===== src/rtl/core/vfcm_pkg.sv =====
// ----------------------------------------------------------------------------
// vfcm_pkg
// Shared widths, codes and controller/datapath link types for the voxel
// face culling mesher.
// ----------------------------------------------------------------------------
package vfcm_pkg;

	localparam int W_POS  = 4;
	localparam int W_COL  = 8;
	localparam int W_DIM  = 5;
	localparam int W_DIR  = 3;
	localparam int W_CFGA = 2;
	localparam int N_FACE = 6;

	localparam logic [W_DIM-1:0] DIM_RESET = 5'd16;

	localparam logic OP_WRITE = 1'b0;
	localparam logic OP_MESH  = 1'b1;

	localparam logic [W_CFGA-1:0] CFG_DIM_X = 2'd0;
	localparam logic [W_CFGA-1:0] CFG_DIM_Y = 2'd1;
	localparam logic [W_CFGA-1:0] CFG_DIM_Z = 2'd2;

	// scan steps: centre voxel, then the six neighbours in face order
	localparam logic [2:0] STEP_CENTRE = 3'd0;
	localparam logic [2:0] STEP_FRONT  = 3'd1;
	localparam logic [2:0] STEP_LEFT   = 3'd2;
	localparam logic [2:0] STEP_RIGHT  = 3'd3;
	localparam logic [2:0] STEP_BACK   = 3'd4;
	localparam logic [2:0] STEP_TOP    = 3'd5;
	localparam logic [2:0] STEP_BOTTOM = 3'd6;
	localparam logic [2:0] STEP_END    = 3'd7;

	localparam logic [W_DIR-1:0] DIR_NONE = 3'd0;

	typedef enum logic [1:0] {
		KIND_ACK    = 2'd0,
		KIND_FACE   = 2'd1,
		KIND_NOFACE = 2'd2
	} kind_t;

	typedef struct packed {
		logic             opcode;
		logic [W_POS-1:0] pos_x;
		logic [W_POS-1:0] pos_y;
		logic [W_POS-1:0] pos_z;
		logic             occupied;
		logic [W_COL-1:0] red;
		logic [W_COL-1:0] green;
		logic [W_COL-1:0] blue;
		logic [W_COL-1:0] alpha;
	} item_t;

	typedef struct packed {
		kind_t            kind;
		logic             error;
		logic [W_POS-1:0] face_x;
		logic [W_POS-1:0] face_y;
		logic [W_POS-1:0] face_z;
		logic [W_DIR-1:0] face_dir;
		logic [W_COL-1:0] red;
		logic [W_COL-1:0] green;
		logic [W_COL-1:0] blue;
		logic [W_COL-1:0] alpha;
		logic             last;
	} res_t;

	typedef struct packed {
		logic       clr;
		logic       load_item;
		logic       mem_write;
		logic       scan_rd;
		logic [2:0] step;
		logic       out_load;
		kind_t      out_sel;
	} cmd_t;

	typedef struct packed {
		logic faces;
		logic last_face;
	} sts_t;

endpackage


===== src/rtl/core/vfcm_ctrl.sv =====
// ----------------------------------------------------------------------------
// vfcm_ctrl
// Sequencer: store clear after reset, write, seven-read scan, record issue.
// ----------------------------------------------------------------------------
module vfcm_ctrl #(
	parameter int MAX_DIM = 16
) (
	input  logic            clk,
	input  logic            arst_n,
	input  logic            item_valid,
	input  logic            item_opcode,
	output logic            item_ready,
	output logic            res_valid,
	input  logic            res_ready,
	input  vfcm_pkg::sts_t  sts,
	output vfcm_pkg::cmd_t  cmd,
	output logic [$clog2(MAX_DIM*MAX_DIM*MAX_DIM)-1:0] clr_addr
);
	import vfcm_pkg::*;

	localparam int DEPTH = MAX_DIM * MAX_DIM * MAX_DIM;
	localparam int AW    = $clog2(DEPTH);

	typedef enum logic [2:0] {
		S_CLEAR,
		S_IDLE,
		S_WRITE,
		S_SCAN,
		S_EMIT
	} state_t;

	state_t        state_q;
	logic [AW-1:0] clr_cnt_q;
	logic [2:0]    step_q;
	logic          out_vld_q;
	logic          can_load;
	logic          accept;

	assign can_load   = !out_vld_q || res_ready;
	assign item_ready = (state_q == S_IDLE);
	assign accept     = item_valid && item_ready;
	assign res_valid  = out_vld_q;
	assign clr_addr   = clr_cnt_q;

	always_comb begin
		cmd = '0;
		cmd.out_sel = KIND_ACK;
		cmd.step = STEP_CENTRE;
		case (state_q)
			S_CLEAR: begin
				cmd.clr = 1'b1;
			end
			S_IDLE: begin
				cmd.load_item = accept;
			end
			S_WRITE: begin
				// rewrite while the ack waits is harmless
				cmd.mem_write = 1'b1;
				cmd.out_load  = can_load;
			end
			S_SCAN: begin
				cmd.scan_rd = (step_q != STEP_END);
				cmd.step    = step_q;
			end
			S_EMIT: begin
				cmd.out_load = can_load;
				cmd.out_sel  = sts.faces ? KIND_FACE : KIND_NOFACE;
			end
			default: ;
		endcase
	end

	always_ff @(posedge clk or negedge arst_n) begin
		if (!arst_n) begin
			state_q   <= S_CLEAR;
			clr_cnt_q <= '0;
			step_q    <= STEP_CENTRE;
			out_vld_q <= 1'b0;
		end else begin
			if (cmd.out_load) begin
				out_vld_q <= 1'b1;
			end else if (res_ready) begin
				out_vld_q <= 1'b0;
			end
			case (state_q)
				S_CLEAR: begin
					clr_cnt_q <= clr_cnt_q + 1'b1;
					if (clr_cnt_q == AW'(DEPTH - 1)) begin
						state_q <= S_IDLE;
					end
				end
				S_IDLE: begin
					if (accept) begin
						step_q  <= STEP_CENTRE;
						state_q <= (item_opcode == OP_MESH) ? S_SCAN : S_WRITE;
					end
				end
				S_WRITE: begin
					if (can_load) begin
						state_q <= S_IDLE;
					end
				end
				S_SCAN: begin
					step_q <= step_q + 1'b1;
					if (step_q == STEP_END) begin
						state_q <= S_EMIT;
					end
				end
				S_EMIT: begin
					if (can_load && (!sts.faces || sts.last_face)) begin
						state_q <= S_IDLE;
					end
				end
				default: state_q <= S_IDLE;
			endcase
		end
	end

endmodule


===== config.mk =====
export PLATFORM = sky130hd
export DESIGN_NAME = vfcm_ctrl
export DESIGN_NICKNAME = d
export VERILOG_FILES = /design/src/rtl/core/vfcm_pkg.sv /design/src/rtl/core/vfcm_ctrl.sv
export SDC_FILE = /design/constraint.sdc
export NUM_CORES = 1
export LEC_CHECK = 0
export BUFFER_PORTS_ARGS = -buffer_cell sky130_fd_sc_hd__buf_2
export CORE_ASPECT_RATIO = 1.5
export CORE_MARGIN = 8
export CORE_UTILIZATION = 47
export CTS_BUF_LIST = sky130_fd_sc_hd__clkbuf_8
export DETAILED_ROUTE_END_ITERATION = 7
export HOLD_SLACK_MARGIN = 0.15
export PLACE_DENSITY = 0.83
export SLEW_MARGIN = 10
export SYNTH_ARGS = -nofsm -noshare
export SYNTH_HDL_FRONTEND = slang
export SYNTH_SLANG_ARGS = --single-unit

===== constraint.sdc =====
create_clock -name clk -period 1.3 [get_ports clk]
set_input_delay 0.13 -clock clk [delete_from_list [all_inputs] [get_ports clk]]
set_output_delay 0.13 -clock clk [all_outputs]
set_load 0.01 [all_outputs]

# ---- After elaboration in Yosys (flattened, before gate mapping)
# Index checks and enable logic that the tools add are counted.
dict set report totals {
  word_cells 48
  register_bits 19
}
dict set report classes {
  eq_ne 12
  reduce_logical 12
  n_mux 18
  add_sub_neg 2
}
# cell count
set op_table {}
lappend op_table {{$mux 3} 6}
lappend op_table {{$pmux 3 s5} 1}
lappend op_table {{$add 12x1->12 const B} 1}
lappend op_table {{$eq 12x12->1 const B} 1}
lappend op_table {{$ne 2x2->1 const B} 4}
lappend op_table {{$mux 1} 7}
lappend op_table {{$eq 3x2->1 const B} 2}
lappend op_table {{$eq 3x3->1 const B} 2}
lappend op_table {{$pmux 3 s2} 1}
lappend op_table {{$reduce_and 5->1} 1}
lappend op_table {{$mux 2} 2}
lappend op_table {{$mux 4} 1}
lappend op_table {{$reduce_bool 2->1} 2}
lappend op_table {{$add 3x1->3 const B} 1}
lappend op_table {{$eq 3x1->1 const B} 1}
lappend op_table {{$logic_not 3->1} 1}
lappend op_table {{$ne 3x3->1 const B} 1}
lappend op_table {{$logic_and 1x1->1} 2}
lappend op_table {{$logic_not 1->1} 2}
lappend op_table {{$logic_or 1x1->1} 2}
lappend op_table {{$ne 2x1->1 const B} 1}
lappend op_table {{$reduce_and 2->1} 1}
lappend op_table {{$reduce_or 2->1} 1}

# ---- Depth between registers and ports, before layout
# Gate-level depths: netlist (run 1).
dict set report depth {
  ltp_word 5
  depth_mapped 5
  depth_no_buf 5
}

# ---- Worst setup path before layout (run 1)
# Ideal clock, no wire load.
dict set report synth_timing {
  path_type {reg2reg}
  start {register state_q[1]}
  end {register clr_cnt_q[7], in the netlist clr_addr[7]}
  required_ns 1.174
  synth_period_minus_slack_ns 1.448
  stages_incl_launch_ff 6
  arrival_time_ns 1.322
  path_slack_ns -0.148
  n_path_buf 1
  cell_sequence {dfrtp_1 buf_6 nor3_4 and3_4 nand4_1 xnor2_1}
}
dict set report synth_between {
  elab_chain_len 1
}
# element line
set synth_lines {}
lappend synth_lines {{from (decl)} vfcm_ctrl.sv:32} ;# state_t state_q;
lappend synth_lines {{from (signal assigned)} vfcm_ctrl.sv:95} ;# state_q <= (item_opcode == OP_MESH) ? S_SCAN : S_WRITE;
lappend synth_lines {{$logic_not 3->1} vfcm_ctrl.sv:85} ;# case (state_q)
lappend synth_lines {{to (signal assigned)} vfcm_ctrl.sv:87} ;# clr_cnt_q <= clr_cnt_q + 1'b1;
lappend synth_lines {{to (decl)} vfcm_ctrl.sv:33} ;# logic [AW-1:0] clr_cnt_q;
# No other way between the ends.
# A chain may end at the register's enable or synchronous reset.

==> results.md, run 1 <==
- CP startpoint kind: flop
- Nets@finish: 160
- Die Footprint: 0.003900 mm^2
- Post-synthesis sequential area ratio: 47.38%
- Filler Cell Count: 133
- Clock latency on the worst-skew pair: 250 ps
- N_diodes: 0
- Status: finished, violations left
- Slowest-stage cell, CP: dfrtp_1
- Syn avg cell area: 10.14 um^2
- Failing checks: negative setup slack
- Reg2reg end: clr_addr[7]
- Vias in the first global route: 947
- Global Route met3 Usage: 3.061%
- DR vias: 934
- FP Rows: 20
- RSZ-0062 raised after global routing: yes
- Max Slew Vio Count: 0
- CTS tree: built
- CTS Buffer Depth: 2
- Inserted Clock Buffers: 3
- Least-Margin Pin Slew: 408.5 ps
- Clk root buf: clkbuf_8
- Asr flop ratio synth: 100.0%
- Synth warn: 0
- Min-delay worst type: in2reg
- Post-synthesis cell type count: 28
- Commonest non-fill, non-tap cell in the layout: buf_2
- DRC viols: 0
- DR WL/cell: 16.05 um
- Clock Sinks: 19
- P per Cell Area: 1970 mW/mm^2
- Pre-CTS WS: -28.48 ps
- GR Layer Usage met2: 23.03%
- Post-DRT Antenna Nets: 0
- Busiest grt layer: met2
- Final setup violating endpoints: 19
- Die height: 72.59 um
- Primary FF master, synth: dfrtp_1
- Max cap viols: 0
- Core area: 0.002027 mm^2
- Initial core utilization: 49.51%
- Slew Limit Headroom: 72.77%
- Worst EP arrival: 1340 ps
- Largest net degree at the start of global routing: 20
- Max Freq: 682.2 MHz
- R2r setup slk: -130 ps
- Area Overhead vs Synth: 50.87%
- Die width: 53.73 um
- Part of the cycle the worst path needs: 112.8%
- FF-to-FF Start: state_q[0]
- First-pass GRT wire length: 4036 um
- Detailed Route Iter0 Violations: 14
- Vias per cell: 5.462
- CP Cell Sequence: ha_1 -> ha_2 -> nor2_2 -> buf_2
- # port buffers: 30
- Yosys reg bits: 19
- Placer Congestion: 0.7362
- Post-synth EDFFs: 0
- Crit end category: primary output
- End of the critical path: cmd[6]
- Synth Instances: 99
- Final Hold Viols: 0
- Met1 Usage GRT: 14.72%
- H-tree depth: 1
- Drt total wl: 2744 um
- Clk slew on worst S/H paths: 70 ps
- Setup crit start: step_q[1]
- Max incr delay on CP: 420 ps
- Final Skew: 3.345 ps
- Final worst setup slack: -165.9 ps
- Commonest non-fill, non-tap cells in the layout: buf_2 (26), dfrtp_1 (18), buf_6 (12), buf_4 (10), xnor2_1 (7)
- Post-layout min period: 1466 ps
- Sequential Area: 476.7 um^2
- Crit Path Class: reg2out
- Multi-input logic area: 590.6 um^2
- Worst VDD drop: 1.219 mV
- Maximum fanout along the worst path: 4
- Detail Placement HPWL: 1807 um
- Required @ worst endpoint: 1170 ps
- I/O Pins: 31
- 1st-pass router iterations: 4
- Share of post-route cells with drive strength above 1: 52.35%
- Post-Syn Area: 0.001003 mm^2
- Grt ovf: 0
- Mapped Nets: 109
- Leak Pwr: 0.7936 nW
- Gr usage total: 13.31%
- Worst Reg-to-Reg Cells: 5
- Design Power: 0.002982 W
- Antenna violations before repair: 0
[how the worst min path moves through the flow]
stage / endpoint / start / slack (ps) / cells past startpoint
floorplan: clr_addr[0] / arst_n / -170 / 0
global placement: clr_addr[1] / arst_n / 80 / 1
detailed placement: clr_addr[0] / arst_n / 80 / 1
CTS: res_valid / res_ready / 220 / 3
global route: res_valid / res_ready / 280 / 3
finish: res_valid / res_ready / 230 / 3
[sequential cells by signal, indices dropped and copies added, names as in the netlist]
| register | count |
|---|---|
| state_q | 3 |
| step_q | 3 |
| clr_addr | 12 |
| res_valid | 1 |
[final cells by class]
cell class,instances,share of cell area (%)
Tap cell,22,1.818
Clock inverter,1,0.2479
Multi-Input combinational cell,75,39.01
Timing Repair Buffer,50,24.46
Clock buffer,3,2.727
Inverter,1,0.2479
Sequential cell,19,31.49
[critical path: cells and delay by family (launching register included)]
kind	cells	cell delay [ps]
flops	1	420
fa+ha+maj	2	400
buf+inv	1	140
simple gates	1	130
[timing repair]
item	CTS	global route
gates cloned	0	1
hold endpoints to repair	19	0
setup buffers	6	6
hold buffers	1	0
pin swaps	5	11
resized for setup	12	29
setup endpoints to repair	15	23
[synth_stat cells (2+ instances only)]
master	number	area [um^2]
dfrtp_1	19	475.5
nand2_1	11	41.29
nor2_1	11	41.29
xnor2_1	7	61.31
and3_1	6	37.54
nand2b_1	5	31.28
xor2_1	5	43.79
a21oi_1	3	15.01
ha_1	3	37.54
nand3_1	3	15.01
o21ai_0	3	15.01
a22o_1	2	17.52
and2_1	2	12.51
buf_6	2	22.52
mux2_2	2	22.52
nand4_1	2	12.51
nor2b_1	2	12.51
[power breakdown]
part	leakage, nW	internal [W]	total, W	switching, W
Combinational	0.521	0.000888	0.00166	0.000775
Clock	0.0269	0.000209	0.000387	0.000178
Sequential	0.246	0.000759	0.000932	0.000173
[per-layer routing]
metal | wire length (um) | part of all wire [%]
met5 | 0 | 0
met2 | 1540 | 56
met4 | 62 | 2.3
met1 | 990 | 36
met3 | 151 | 5.5
[through the flow]
step	utilization, %	area (um^2)	setup TNS (ps)	hold slack [ps]	std cells
3_3_place_gp	58.95	1195	0	82.27	153
3_5_place_dp	58.95	1195	-72.17	83.46	153
5_1_grt	74.69	1514	-2908	277.1	171
2_1_floorplan	-	1003	-579.9	-165.6	99
6_report	74.69	1514	-1615	228.1	171
4_1_cts	66.30	1344	-898.0	223.9	164
[cells by family after synthesis]
kind of cell | count (synthesis) | synth area share [%]
and+or+nand+nor | 46 | 24.69
DFF | 19 | 47.38
xor gates and xnor gates | 12 | 10.47
AOI/OAI and AO/OA | 11 | 6.983
buffers and inverters | 5 | 3.490
muxes | 3 | 3.242
adders and majority gates | 3 | 3.741
No activity file was read; power rests on OpenSTA's default activity.
==> run 2, diff against run 1 <==
Settings changed: MAX_ROUTING_LAYER set to met4, TNS_END_PERCENT set to 100.
==> run 2 against run 1 <==
The run still ends with negative setup slack left. Flip-flop and latch count unchanged. First-iteration DRC count increased by 120%. Non-clock buffer count increased by 1. Global-route usage increased by 0.33 points. Setup slack improved by 1.9 ps. Register-to-register slack about the same. Fmax increased by 0.13%. Highest routed layer unchanged. Clock skew decreased by 2.6 ps. Power decreased by 1.0%. Largest power group unchanged.
==> results.md, run 2 (synthesized netlist as in run 1, its figures left out) <==
- Final non-filler cell total: 172
- Nets@finish: 161
- Die Footprint: 0.003900 mm^2
- FP Rows: 20
- Grt ovf: 0
- Largest net degree at the start of global routing: 20
- Final setup violating endpoints: 19
- DR vias: 942
- Commonest non-fill, non-tap cell in the layout: buf_2
- Status: finished, violations left
- Failing checks: negative setup slack
- Die height: 72.59 um
- Final Hold Slack: 228.3 ps
- Crit end category: primary output
- Placer Congestion: 0.7453
- Placed Area: 0.001195 mm^2
- # port buffers: 30
- CTS tree: built
- Post-DRT Antenna Nets: 0
- DR WL/cell: 16.15 um
- Largest register FFs: 12
- Hold path cells: 3
- Max cap viols: 0
- 1st-pass router iterations: 4
- Clock Sinks: 19
- Post-layout instance area: 0.001506 mm^2
- CP startpoint kind: flop
- Vias in the first global route: 951
- Commonest non-fill, non-tap cells in the layout: buf_2 (26), dfrtp_1 (18), buf_6 (12), buf_4 (12)
- Fin util: 74.32%
- Worst Reg-to-Reg Cells: 5
- Detailed Route Iter0 Violations: 31
- P per Cell Area: 1960 mW/mm^2
- Detail Placement HPWL: 1807 um
- Clock latency on the worst-skew pair: 250 ps
- CTS Buffer Depth: 2
- Initial core utilization: 49.51%
- N_diodes: 0
- H-tree depth: 1
- Core area: 0.002027 mm^2
- Final Hold Viols: 0
- First-pass GRT wire length: 4029 um
- Area Overhead vs Synth: 50.12%
- Share of post-route cells with drive strength above 1: 52.00%
- Antenna violations before repair: 0
- DRC viols: 0
- Least-Margin Pin Slew: 406.4 ps
- Required @ worst endpoint: 1170 ps
- Worst VDD drop: 1.213 mV
- Gr usage total: 13.65%
- Slew Limit Headroom: 72.91%
- Drt total wl: 2777 um
- Post-layout min period: 1464 ps
- Maximum fanout along the worst path: 6
- Clk root buf: clkbuf_8
- I/O Pins: 31
- RSZ-0062 raised after global routing: yes
- Crit Path Class: reg2out
- Clk slew on worst S/H paths: 60 ps
- Final worst setup slack: -164.0 ps
- Part of the cycle the worst path needs: 112.6%
- Max Slew Vio Count: 0
- Min-delay worst type: in2reg
- Vias per cell: 5.477
- Max Freq: 683.1 MHz
- Placed cells: 153
- TNS Setup: -1768 ps
- Leak Pwr: 0.7939 nW
- Die width: 53.73 um
- Inserted Clock Buffers: 3
- Worst EP arrival: 1330 ps
- Final Skew: 0.7412 ps
## run 2: timing repair
| item | in CTS | in global routing |
|---|---|---|
| pin swaps | 5 | 10 |
| hold endpoints to repair | 19 | 0 |
| resized for setup | 12 | 28 |
| setup endpoints to repair | 15 | 23 |
| gates cloned | 0 | 1 |
| buffers inserted | 6 | 7 |
| hold buffers | 1 | 0 |
## run 2: report_power, final
part	leakage [nW]	total, W	internal, W	switching (W)
registers	0.246	0.000934	0.000759	0.000175
logic	0.521	0.00164	0.000866	0.000770
clock network	0.0269	0.000382	0.000209	0.000173
## run 2: area by class of cell
class / count / area, um^2
clock buffer: 3 / 41.29
clock inverter: 1 / 3.754
fill: 134 / 520.5
inverter: 1 / 3.754
multi-input combinational: 75 / 588.1
sequential: 19 / 476.7
tap: 22 / 27.53
timing repair buffer: 51 / 365.4
## run 2: worst paths after layout
path | from | end | slack, ps
setup / recovery | state_q[2] | cmd[6] | -160
hold / removal | res_ready | res_valid | 230
setup reg to reg | state_q[1] | clr_addr[7] | -140
hold reg to reg | clr_addr[10] | clr_addr[10] | 510
max in group asynchronous | arst_n | clr_addr[4] | 610
min in group asynchronous | arst_n | clr_addr[1] | 380
## run 2: critical path, stage by stage (launching register included)
cell and delay, ps:
dfrtp_1 400, buf_4 150, nor2b_4 180, nand2_2 90
nor2_2 110, buf_2 140
## run 2: metal layers
metal	GRT usage, %	wire, um	vias to the layer above
met5	-	0	-
met4	5.352	48	0
met3	2.449	114	4
met2	23.16	1577	26
met1	14.97	1037	474
li1	-	-	438
## run 2: per-stage QoR
stage | total power (W) | worst slack [ps]
final | 0.002952 | -164.0
after global routing | 0.003140 | -216.7
after CTS | 0.002590 | -161.9
after detailed placement | 0.002035 | -28.48
after global placement | 0.001976 | 40.36
after floorplan | 0.001642 | -144.3
==> run 3, diff against run 2 <==
Settings changed: ABC_AREA set to 1.
==> run 3 against run 2 <==
The run still ends with negative setup slack left. First-iteration DRC count up 13%. Flip-flop and latch count is the same. Worst hold slack lost 65 ps. Clock power is 4% higher. Global-route usage is 0.35 points higher. Largest cell class unchanged.
==> results.md, run 3 <==
- Worst Reg-to-Reg Cells: 7
- Area Overhead vs Synth: 50.06%
- Leak Pwr: 0.8980 nW
- Top Metal Used: met4
- Placer Congestion: 0.8259
- DR WL/cell: 13.95 um
- Met3 WL post-DR: 182 um
- Primary FF master, synth: dfrtp_1
- Post-Syn Area: 0.001052 mm^2
- CTS tree: built
- Placed cells: 190
- Crit Path Class: reg2out
- Worst VDD drop: 0.8802 mV
- Synth warn: 0
- Die width: 54.64 um
- Max Slew Vio Count: 0
- First-pass GRT wire length: 4167 um
- Final setup violating endpoints: 19
- Post-layout min period: 1423 ps
- CP Cell Sequence: nand2_1 -> nor2_4 -> buf_4 -> nand2_2 -> inv_1 -> buf_2
- Hold Path Sink: res_valid
- Final Hold Viols: 0
- Wire length on met2: 1601 um
- Hold path cells: 4
- Max incr delay on CP: 420 ps
- Post-DRT Antenna Nets: 0
- Hold Crit Start: res_ready
- Synth top area share: 45.18%
- Syn avg cell area: 7.681 um^2
- Asr flop ratio synth: 100.0%
- # port buffers: 30
- Max Freq: 703.0 MHz
- Maximum fanout along the worst path: 5
- Drt total wl: 2972 um
- Largest register FFs: 12
- Slew Limit Headroom: 71.04%
- Most frequent cell after synthesis: nand2_1
- 1st-pass router iterations: 4
- Post-synth top cells: nand2_1 (40), inv_1 (20), dfrtp_1 (19), nor2_1 (19), nand3_1 (9)
- I/O Pins: 31
- Vias per cell: 5.028
- Inserted Clock Buffers: 3
- Detailed Route Iter0 Violations: 35
- Synth area leader: dfrtp_1
- Top cells by area, synth: dfrtp_1 (45%), nand2_1 (14%), inv_1 (7.1%), nor2_1 (6.8%), xnor2_1 (5.0%)
- Max cap viols: 0
- Synth Instances: 137
- P per Cell Area: 2066 mW/mm^2
- Clk slew on worst S/H paths: 60 ps
- Crit end category: primary output
- Final worst setup slack: -122.6 ps
- Min-delay worst type: in2reg
- DRC viols: 0
- Vias in the first global route: 1018
- Mapped Nets: 147
- Clk root buf: clkbuf_8
- Required @ worst endpoint: 1170 ps
- H-tree depth: 1
- Failing checks: negative setup slack
- Commonest non-fill, non-tap cells in the layout: nand2_1 (33), buf_2 (29), inv_1 (19), dfrtp_1 (19), buf_4 (14)
- Part of the cycle the worst path needs: 109.4%
- Die height: 73.95 um
- Detail Placement HPWL: 1846 um
- Die Footprint: 0.004040 mm^2
- Clock latency on the worst-skew pair: 260 ps
- Worst EP arrival: 1290 ps
- FP Rows: 21
- CTS Buffer Depth: 2
- Reg2reg end: clr_addr[5]
- RSZ-0062 raised after global routing: yes
- Wl on met1: 1119 um
- DR vias: 1071
- Grt ovf: 0
- Clock Sinks: 19
- Antenna violations before repair: 0
- Nets@finish: 201
- Post-synth EDFFs: 0
- Share of post-route cells with drive strength above 1: 46.32%
- Slowest-stage cell, CP: dfrtp_1
- R2r setup slk: -110 ps
- CP startpoint kind: flop
- Largest net degree at the start of global routing: 20
- Post-synthesis cell type count: 19
- Status: finished, violations left
- Least-Margin Pin Slew: 434.4 ps
- Final non-filler cell total: 213
- FF-to-FF Start: state_q[0]
- Initial core utilization: 48.25%
- Gr usage total: 14.00%
- Yosys reg bits: 19
- Post-layout instance area: 0.001579 mm^2
- Final Skew: 3.592 ps
- Commonest non-fill, non-tap cell in the layout: nand2_1
- Core area: 0.002181 mm^2
- Post-synthesis sequential area ratio: 45.18%
- Placed Area: 0.001231 mm^2
- N_diodes: 0
-- run 3: area by class of cell --
| cell class | instances | area (um^2) |
|---|---|---|
| multi-input cells | 93 | 616.8 |
| fillers | 165 | 601.8 |
| inverters | 25 | 96.34 |
| clock inverters | 1 | 3.754 |
| repair buffers | 49 | 316.6 |
| flip-flops and latches | 19 | 475.5 |
| well taps | 23 | 28.78 |
| clock buffers | 3 | 41.29 |
-- run 3: cell families (layout without fill, tap and decap cells) --
| kind of cell | after synthesis | count (layout) | synth area share [%] |
|---|---|---|---|
| compound gates | 6 | 6 | 3.329 |
| xor+xnor | 9 | 9 | 7.492 |
| fa+ha+maj | 3 | 3 | 3.568 |
| buf+inv | 25 | 78 | 8.918 |
| flops | 19 | 19 | 45.18 |
| simple gates | 75 | 75 | 31.51 |
-- run 3: how the worst max path moves through the flow --
stage | to | cells past startpoint | from | slack (ps)
2_1_floorplan | clr_addr[6] | 6 | clr_addr[0] | 70
3_3_place_gp | clr_addr[6] | 6 | clr_addr[0] | 20
3_5_place_dp | clr_addr[6] | 6 | clr_addr[0] | -3
4_1_cts | cmd[6] | 6 | step_q[1] | -90
5_1_grt | cmd[2] | 7 | state_q[1] | -200
6_report | cmd[6] | 6 | state_q[0] | -120
-- run 3: critical path: cells and delay by family, from the launching register on --
family / cells / cell delay, ps
AND/OR/NAND/NOR: 3 / 320
flip-flops: 1 / 420
buffers and inverters: 3 / 300
-- run 3: repair_timing --
item / 4_1_cts / 5_1_grt
pin swaps: 4 / 10
setup buffers: 11 / 7
resized for setup: 15 / 25
endpoints found under the hold margin: 19 / 0
endpoints found under the setup margin: 12 / 21
hold buffers: 1 / 0
-- run 3: routing by layer --
metal  global-route usage, %  vias up
li1                        -      519
met1                   14.92      512
met2                   23.51       33
met3                   2.000        7
met4                   7.692        0
met5                       -        -
-- run 3: through the flow --
stage | power (W) | TNS, ps | setup WS [ps] | hold slack, ps | util [%]
after floorplan | 0.001733 | 0 | 74.78 | -165.6 | -
after global placement | 0.002087 | 0 | 22.88 | 83.29 | 56.45
after detailed placement | 0.002136 | -3.371 | -3.371 | 96.28 | 56.45
after CTS | 0.002914 | -511.3 | -91.92 | 156.1 | 64.72
after global routing | 0.003497 | -2529 | -201.9 | 195.2 | 72.40
final | 0.003263 | -1076 | -122.6 | 162.8 | 72.40
-- run 3: power by group --
part | internal [W] | switching, W | leakage (nW) | total, W
clock network | 0.000210 | 0.000189 | 0.0269 | 0.000399
registers | 0.000775 | 0.000205 | 0.249 | 0.000980
logic | 0.000868 | 0.00102 | 0.622 | 0.00188
